--- config.mk ---
export PLATFORM = sky130hd
export DESIGN_NAME = xor_checked_frame_parser_core
export DESIGN_NICKNAME = d
export VERILOG_FILES = /design/src/rtl/core/xcfp_pkg.sv /design/src/rtl/core/xcfp_cfg.sv /design/src/rtl/core/xcfp_deframer.sv /design/src/rtl/core/xcfp_out_buf.sv /design/src/rtl/core/xor_checked_frame_parser_core.sv
export SDC_FILE = /design/constraint.sdc
export NUM_CORES = 1
export LEC_CHECK = 0
export ABC_AREA = 1
export BUFFER_PORTS_ARGS = -buffer_cell sky130_fd_sc_hd__buf_2
export CELL_PAD_IN_SITES_DETAIL_PLACEMENT = 0
export CELL_PAD_IN_SITES_GLOBAL_PLACEMENT = 2
export CORE_ASPECT_RATIO = 1.5
export CORE_MARGIN = 1
export CORE_UTILIZATION = 35
export CTS_BUF_LIST = sky130_fd_sc_hd__clkbuf_16
export CTS_CLUSTER_DIAMETER = 50
export DETAILED_ROUTE_END_ITERATION = 6
export GPL_ROUTABILITY_DRIVEN = 1
export PLACE_DENSITY_LB_ADDON = 0.1
export SLEW_MARGIN = 20
export SYNTH_ARGS = -nofsm -noshare
export SYNTH_HDL_FRONTEND = slang
export SYNTH_SLANG_ARGS = --single-unit
--- constraint.sdc ---
create_clock -name clk -period 8.37 [get_ports clk]
set_clock_uncertainty 0.05 [all_clocks]
set_input_delay 1.2555 -clock clk [delete_from_list [all_inputs] [get_ports clk]]
set_output_delay 1.2555 -clock clk [all_outputs]
set_load 0.02 [all_outputs]
--- src/rtl/core/xcfp_pkg.sv ---
`timescale 1ns / 1ps
// ---------------------------------------------------------------------------
// xcfp_pkg
// Shared types and constants of the XOR-checked frame parser.
// ---------------------------------------------------------------------------
package xcfp_pkg;

	localparam int unsigned ByteW = 8;
	localparam int unsigned CfgIdxW = 8;

	localparam logic [ByteW-1:0] SyncFirstRst = 8'h3a;
	localparam logic [ByteW-1:0] SyncSecondRst = 8'hc3;

	localparam logic [CfgIdxW-1:0] RegSyncFirst = 8'd0;
	localparam logic [CfgIdxW-1:0] RegSyncSecond = 8'd1;

	typedef enum logic [2:0] {
		PH_SYNC1   = 3'd0,
		PH_SYNC2   = 3'd1,
		PH_LENGTH  = 3'd2,
		PH_ID      = 3'd3,
		PH_DST     = 3'd4,
		PH_SRC     = 3'd5,
		PH_PAYLOAD = 3'd6,
		PH_CHECK   = 3'd7
	} phase_t;

	typedef struct packed {
		logic [ByteW-1:0] sync_first;
		logic [ByteW-1:0] sync_second;
	} sync_cfg_t;

	typedef struct packed {
		logic             payload_valid;
		logic [ByteW-1:0] payload_byte;
		logic [ByteW-1:0] payload_index;
		logic             frame_done;
		logic             frame_good;
		logic [ByteW-1:0] message_id;
		logic [ByteW-1:0] frame_len;
	} result_t;

endpackage

--- src/rtl/core/xcfp_cfg.sv ---
`timescale 1ns / 1ps
// ---------------------------------------------------------------------------
// xcfp_cfg
// Sync byte registers, written through the configuration channel.
// ---------------------------------------------------------------------------
module xcfp_cfg (
	input  logic                          clk,
	input  logic                          arst_n,
	input  logic                          cfg_valid,
	output logic                          cfg_ready,
	input  logic [xcfp_pkg::CfgIdxW-1:0]  cfg_index,
	input  logic [xcfp_pkg::ByteW-1:0]    cfg_data,
	output xcfp_pkg::sync_cfg_t           cfg
);
	import xcfp_pkg::*;

	logic [ByteW-1:0] sync_first_q;
	logic [ByteW-1:0] sync_second_q;

	assign cfg_ready = 1'b1;

	always_ff @(posedge clk or negedge arst_n) begin
		if (!arst_n) begin
			sync_first_q  <= SyncFirstRst;
			sync_second_q <= SyncSecondRst;
		end else if (cfg_valid && cfg_ready) begin
			if (cfg_index == RegSyncFirst) begin
				sync_first_q <= cfg_data;
			end
			if (cfg_index == RegSyncSecond) begin
				sync_second_q <= cfg_data;
			end
		end
	end

	assign cfg.sync_first  = sync_first_q;
	assign cfg.sync_second = sync_second_q;

endmodule

--- src/rtl/core/xcfp_deframer.sv ---
`timescale 1ns / 1ps
// ---------------------------------------------------------------------------
// xcfp_deframer
// Phase sequencer and XOR checksum; forms one result per accepted word.
// ---------------------------------------------------------------------------
module xcfp_deframer (
	input  logic                        clk,
	input  logic                        arst_n,
	input  logic                        accept,
	input  logic [xcfp_pkg::ByteW-1:0]  rx_byte,
	input  xcfp_pkg::sync_cfg_t         cfg,
	output xcfp_pkg::result_t           res
);
	import xcfp_pkg::*;

	phase_t           phase_q, phase_d;
	logic [ByteW-1:0] checksum_q, checksum_d;
	logic [ByteW-1:0] length_q, length_d;
	logic [ByteW-1:0] msg_id_q, msg_id_d;
	logic [ByteW-1:0] count_q, count_d;
	logic [ByteW-1:0] count_inc;

	assign count_inc = count_q + 8'd1;

	always_comb begin
		phase_d    = phase_q;
		checksum_d = checksum_q;
		length_d   = length_q;
		msg_id_d   = msg_id_q;
		count_d    = count_q;
		res        = '0;
		unique case (phase_q)
			PH_SYNC1: begin
				if (rx_byte == cfg.sync_first) phase_d = PH_SYNC2;
			end
			PH_SYNC2: begin
				phase_d = (rx_byte == cfg.sync_second) ? PH_LENGTH : PH_SYNC1;
			end
			PH_LENGTH: begin
				length_d   = rx_byte;
				checksum_d = rx_byte;
				phase_d    = PH_ID;
			end
			PH_ID: begin
				msg_id_d   = rx_byte;
				checksum_d = checksum_q ^ rx_byte;
				phase_d    = PH_DST;
			end
			PH_DST: begin
				checksum_d = checksum_q ^ rx_byte;
				phase_d    = PH_SRC;
			end
			PH_SRC: begin
				checksum_d = checksum_q ^ rx_byte;
				count_d    = '0;
				phase_d    = (length_q == '0) ? PH_CHECK : PH_PAYLOAD;
			end
			PH_PAYLOAD: begin
				res.payload_valid = 1'b1;
				res.payload_byte  = rx_byte;
				res.payload_index = count_q;
				checksum_d        = checksum_q ^ rx_byte;
				count_d           = count_inc;
				if (count_inc == length_q) phase_d = PH_CHECK;
			end
			PH_CHECK: begin
				res.frame_done = 1'b1;
				res.frame_good = (checksum_q == rx_byte);
				phase_d        = PH_SYNC1;
			end
			default: begin
				phase_d = PH_SYNC1;
			end
		endcase
		res.message_id = msg_id_d;
		res.frame_len  = length_d;
	end

	always_ff @(posedge clk or negedge arst_n) begin
		if (!arst_n) begin
			phase_q    <= PH_SYNC1;
			checksum_q <= '0;
			length_q   <= '0;
			msg_id_q   <= '0;
			count_q    <= '0;
		end else if (accept) begin
			phase_q    <= phase_d;
			checksum_q <= checksum_d;
			length_q   <= length_d;
			msg_id_q   <= msg_id_d;
			count_q    <= count_d;
		end
	end

endmodule

--- src/rtl/core/xcfp_out_buf.sv ---
`timescale 1ns / 1ps
// ---------------------------------------------------------------------------
// xcfp_out_buf
// Result register with a skid stage; full input rate while out_ready is high.
// ---------------------------------------------------------------------------
module xcfp_out_buf (
	input  logic               clk,
	input  logic               arst_n,
	input  logic               push,
	input  xcfp_pkg::result_t  push_data,
	output logic               push_ready,
	output logic               out_valid,
	input  logic               out_ready,
	output xcfp_pkg::result_t  out_data
);
	import xcfp_pkg::*;

	result_t main_q, skid_q;
	logic    main_v_q, skid_v_q;
	logic    drain;

	assign push_ready = !skid_v_q;
	assign drain      = !main_v_q || out_ready;

	always_ff @(posedge clk or negedge arst_n) begin
		if (!arst_n) begin
			main_v_q <= 1'b0;
			skid_v_q <= 1'b0;
		end else if (drain) begin
			main_v_q <= skid_v_q || push;
			skid_v_q <= 1'b0;
		end else if (push) begin
			skid_v_q <= 1'b1;
		end
	end

	always_ff @(posedge clk) begin
		if (drain) begin
			main_q <= skid_v_q ? skid_q : push_data;
		end else if (push) begin
			skid_q <= push_data;
		end
	end

	assign out_valid = main_v_q;
	assign out_data  = main_q;

endmodule

--- src/rtl/core/xor_checked_frame_parser_core.sv ---
`timescale 1ns / 1ps
// The result of an accepted word is registered in the output register, or in the
// skid register while out_ready is low; one word per cycle while in_ready is high.
// A skid stage keeps in_ready high for one word after out_ready drops.
// Reset (arst_n low): parser hunts the first sync byte, checksum and counters
// clear, sync bytes return to 0x3a / 0xc3, output buffer empties.
// ---------------------------------------------------------------------------
// xor_checked_frame_parser_core
// Byte-serial deframer with XOR checksum, payload index and frame status.
// ---------------------------------------------------------------------------
module xor_checked_frame_parser_core (
	input  logic                          clk,
	input  logic                          arst_n,
	input  logic                          cfg_valid,
	output logic                          cfg_ready,
	input  logic [xcfp_pkg::CfgIdxW-1:0]  cfg_index,
	input  logic [xcfp_pkg::ByteW-1:0]    cfg_data,
	input  logic                          in_valid,
	output logic                          in_ready,
	input  logic [xcfp_pkg::ByteW-1:0]    rx_byte,
	output logic                          out_valid,
	input  logic                          out_ready,
	output logic                          payload_valid,
	output logic [xcfp_pkg::ByteW-1:0]    payload_byte,
	output logic [xcfp_pkg::ByteW-1:0]    payload_index,
	output logic                          frame_done,
	output logic                          frame_good,
	output logic [xcfp_pkg::ByteW-1:0]    message_id_out,
	output logic [xcfp_pkg::ByteW-1:0]    frame_length_out
);
	import xcfp_pkg::*;

	sync_cfg_t cfg;
	result_t   res;
	result_t   out_res;
	logic      accept;

	assign accept = in_valid && in_ready;

	xcfp_cfg u_cfg (
		.clk       (clk),
		.arst_n    (arst_n),
		.cfg_valid (cfg_valid),
		.cfg_ready (cfg_ready),
		.cfg_index (cfg_index),
		.cfg_data  (cfg_data),
		.cfg       (cfg)
	);

	xcfp_deframer u_deframer (
		.clk     (clk),
		.arst_n  (arst_n),
		.accept  (accept),
		.rx_byte (rx_byte),
		.cfg     (cfg),
		.res     (res)
	);

	xcfp_out_buf u_out_buf (
		.clk        (clk),
		.arst_n     (arst_n),
		.push       (accept),
		.push_data  (res),
		.push_ready (in_ready),
		.out_valid  (out_valid),
		.out_ready  (out_ready),
		.out_data   (out_res)
	);

	assign payload_valid    = out_res.payload_valid;
	assign payload_byte     = out_res.payload_byte;
	assign payload_index    = out_res.payload_index;
	assign frame_done       = out_res.frame_done;
	assign frame_good       = out_res.frame_good;
	assign message_id_out   = out_res.message_id;
	assign frame_length_out = out_res.frame_len;

endmodule
==> metrics.txt <==
Synth Flop Type edfxtp_1; Die W 107 microns; first-pass GRT wire length 21800 microns; Starting Density 35.9%; drt first pass iters 4; Yosys warning total 0; Peak supply drop approximately 0.12 mV; syn_nets about 640; vias 4178; min-delay src u_deframer.msg_id_q[2]; share of cells above drive strength 1 23.0%; Worst Tran Pin Value 1.00 ns; Fillers about 1.6k; Core ar. 16200 sq um; Iteration-0 DRC Markers 176; Max FO, Critical Path 35; critical path required time 8.34 ns; setup TNS 0 ns; CTS root buf clkbuf_16; Post-synth ARST share a little over two fifths; Inst Count DP 861; clk_lat worst skew 0.40 ns; Row Count between 50 and 60; Detailed Place HPWL approximately 9500 microns; CTS Buf Count 17; Final Instance Area 6880 sq um; initial antenna violation count 0; multi-input logic area approximately 2000 sq um; Hold Crit Endpoint u_deframer.msg_id_q[2]; Hold/Removal Path Class reg2reg; CTS max path bufs 2; CTS HTree Levels 4; postcts setup bufs 0; unrepaired setup endpoints after global routing false; cts repair resizes 0; Worst R2R Path Depth 3; gr usage total approximately 17%; DRC Markers 0; Leakage Power 0.00317 uW; total area of sequential cells 3440 sq um; CP Class in2reg; Avg Cell Area, Syn 9.53 sq um; sequential-to-total area share from yosys stat 59.2%; Critical Path Source Type primary input; FF+latch count, synth roughly 120; WP data arrival 2.83 ns; Yosys top cell area share 36.2%; Wirelength per Cell roughly 15 microns; Via density between 4 and 5; Worst R2R Setup Slack 5.54 ns; total of max-cap violations 0; status finished, final reports clean; library cells used by synthesis 40; Post-synth EDFFs 70; Die Y 160 microns; Final Setup Violations 0; total power 1840 uW; die area 17100 sq um; port bufs between 60 and 70; Mapped Area 5810 sq um; largest net degree at the start of global routing 54; CTS Sinks 123; boundary pin count 67; achievable clock frequency 350 MHz; Mapped Cells 609; gp weighted congestion 0.745; CP Capture Type flip-flop; Fin. Hold Viols 0; Antenna diodes 0; Placed Area around 6300 sq um; Final period util 34.2%; P&R area growth vs syn 18.6%; area leader, netlist edfxtp_1; DRT antenna net count 0; Slew Viols, Final 0; Slew HR 33.2%; Hold Buf Count CTS 0; final WL between 10000 and 15000 microns; WHS Path Cells 2; Worst-path clk slew 0.06 ns; vias in the first global route around 4.0k; net count reported at finish roughly 700; largest cells by area after synthesis edfxtp_1 (36%), dfrtp_1 (19%), nand2_1 (13%); Util after Layout 42.5%; CTS tree done; RR Endpoint u_out_buf.skid_q[6]; total gr overflow 0; min Tclk post-route 2.86 ns; Cell Pwr Density 267 nW/um^2; Finished Layout Cells roughly 890; R2R Path Start u_out_buf.skid_v_q
[synth_stat cells, types with 2 or more instances]
library cell,instances
a21oi_1,2
a31oi_2,8
buf_6,3
clkbuf_1,15
dfrtp_1,45
dfstp_2,8
edfxtp_1,70
inv_1,57
inv_2,4
inv_4,2
nand2_1,199
nand3_1,32
nor2_1,29
nor2_2,13
nor2_4,3
nor3_1,4
nor4_1,3
o21ai_0,57
o21ai_1,2
o21ai_2,8
o22ai_1,3
or2_2,6
xnor2_1,7
xor2_1,13
[state kept, by name, indices dropped and copies added (netlist names), 3 cells and up]
signal and count:
u_out_buf.skid_q 35, u_deframer.phase_q 3, u_deframer.length_q 8, u_out_buf.out_data 35
u_cfg.sync_second_q 8, u_deframer.msg_id_q 8, u_deframer.count_q 8, u_cfg.sync_first_q 8
u_deframer.checksum_q 8
[area by class of cell]
class                           instances  area share [%]
Sequential cell                       123            49.9
Timing Repair Buffer                   68            5.05
Multi-Input combinational cell        400            29.1
Clock inverter                         15            2.38
Inverter                               64            3.56
Clock buffer                           17            6.18
Tap cell                              206            3.74
[report_power, final]
group          switching (uW)  total (uW)  internal (uW)
registers                44.2         769            725
logic                     219         335            116
clock network             287         731            444
total                     550        1840           1290
[cell families after synthesis]
logic type                 after synthesis  synth area share, %
other                                    1               0.0646
DFF                                    123                 59.2
xor gates and xnor gates                20                 3.02
buffers and inverters                   86                 6.40
AOI/OAI and AO/OA                       82                 8.92
adders and majority gates                1                0.215
and+or+nand+nor                        296                 22.2
[layout by cell type, fill, tap and decap left out, types with 3 or more instances in the layout]
master	synthesis	layout
dfrtp_1	45	45
clkbuf_16	0	17
nand3_1	32	32
buf_2	1	65
clkinvlp_4	0	3
inv_1	57	57
buf_4	1	3
nor2_4	3	4
nor2_2	13	13
or2_2	6	6
nor3_1	4	4
edfxtp_1	70	70
a31oi_2	8	8
nor2_1	29	28
inv_2	4	4
xnor2_1	7	7
o21ai_0	57	57
nor4_1	3	3
dfstp_2	8	8
o21ai_2	8	8
inv_6	0	5
xor2_1	13	13
o22ai_1	3	3
nand2_1	199	198
[worst max-delay path: stages]
cell	delay, ns
buf_2	0.09
nand2_1	0.47
nor2_4	0.98
[worst max-delay path by stage]
stage                  startpoint                    to  slack, ns  depth (start not counted)
2_1_floorplan           out_ready   u_out_buf.skid_q[0]       4.19                          3
3_3_place_gp             in_valid  u_out_buf.skid_q[31]       5.06                          3
3_5_place_dp             in_valid  u_out_buf.skid_q[27]       5.01                          3
4_1_cts        u_out_buf.skid_v_q  u_out_buf.skid_q[30]       5.44                          3
5_1_grt        u_out_buf.skid_v_q   u_out_buf.skid_q[6]       5.29                          3
6_report                 in_valid   u_out_buf.skid_q[6]       5.51                          3
[metrics by stage]
| stage | worst slack (ns) | hold WS (ns) |
|---|---|---|
| CTS | 5.44 | 0.441 |
| global route | 5.29 | 0.459 |
| detailed placement | 5.01 | 0.426 |
| finish | 5.51 | 0.436 |
| global placement | 5.06 | 0.418 |
| floorplan | 4.19 | 0.403 |
[routing by layer]
layer	vias to the layer above	routed length [microns]	track usage, %
met5	-	0	0
met4	0	119	5.54
met3	7	461	2.98
met2	93	6970	29.1
met1	1958	6100	21.9
li1	2120	-	-
No activity file was read; power rests on OpenSTA's default activity.
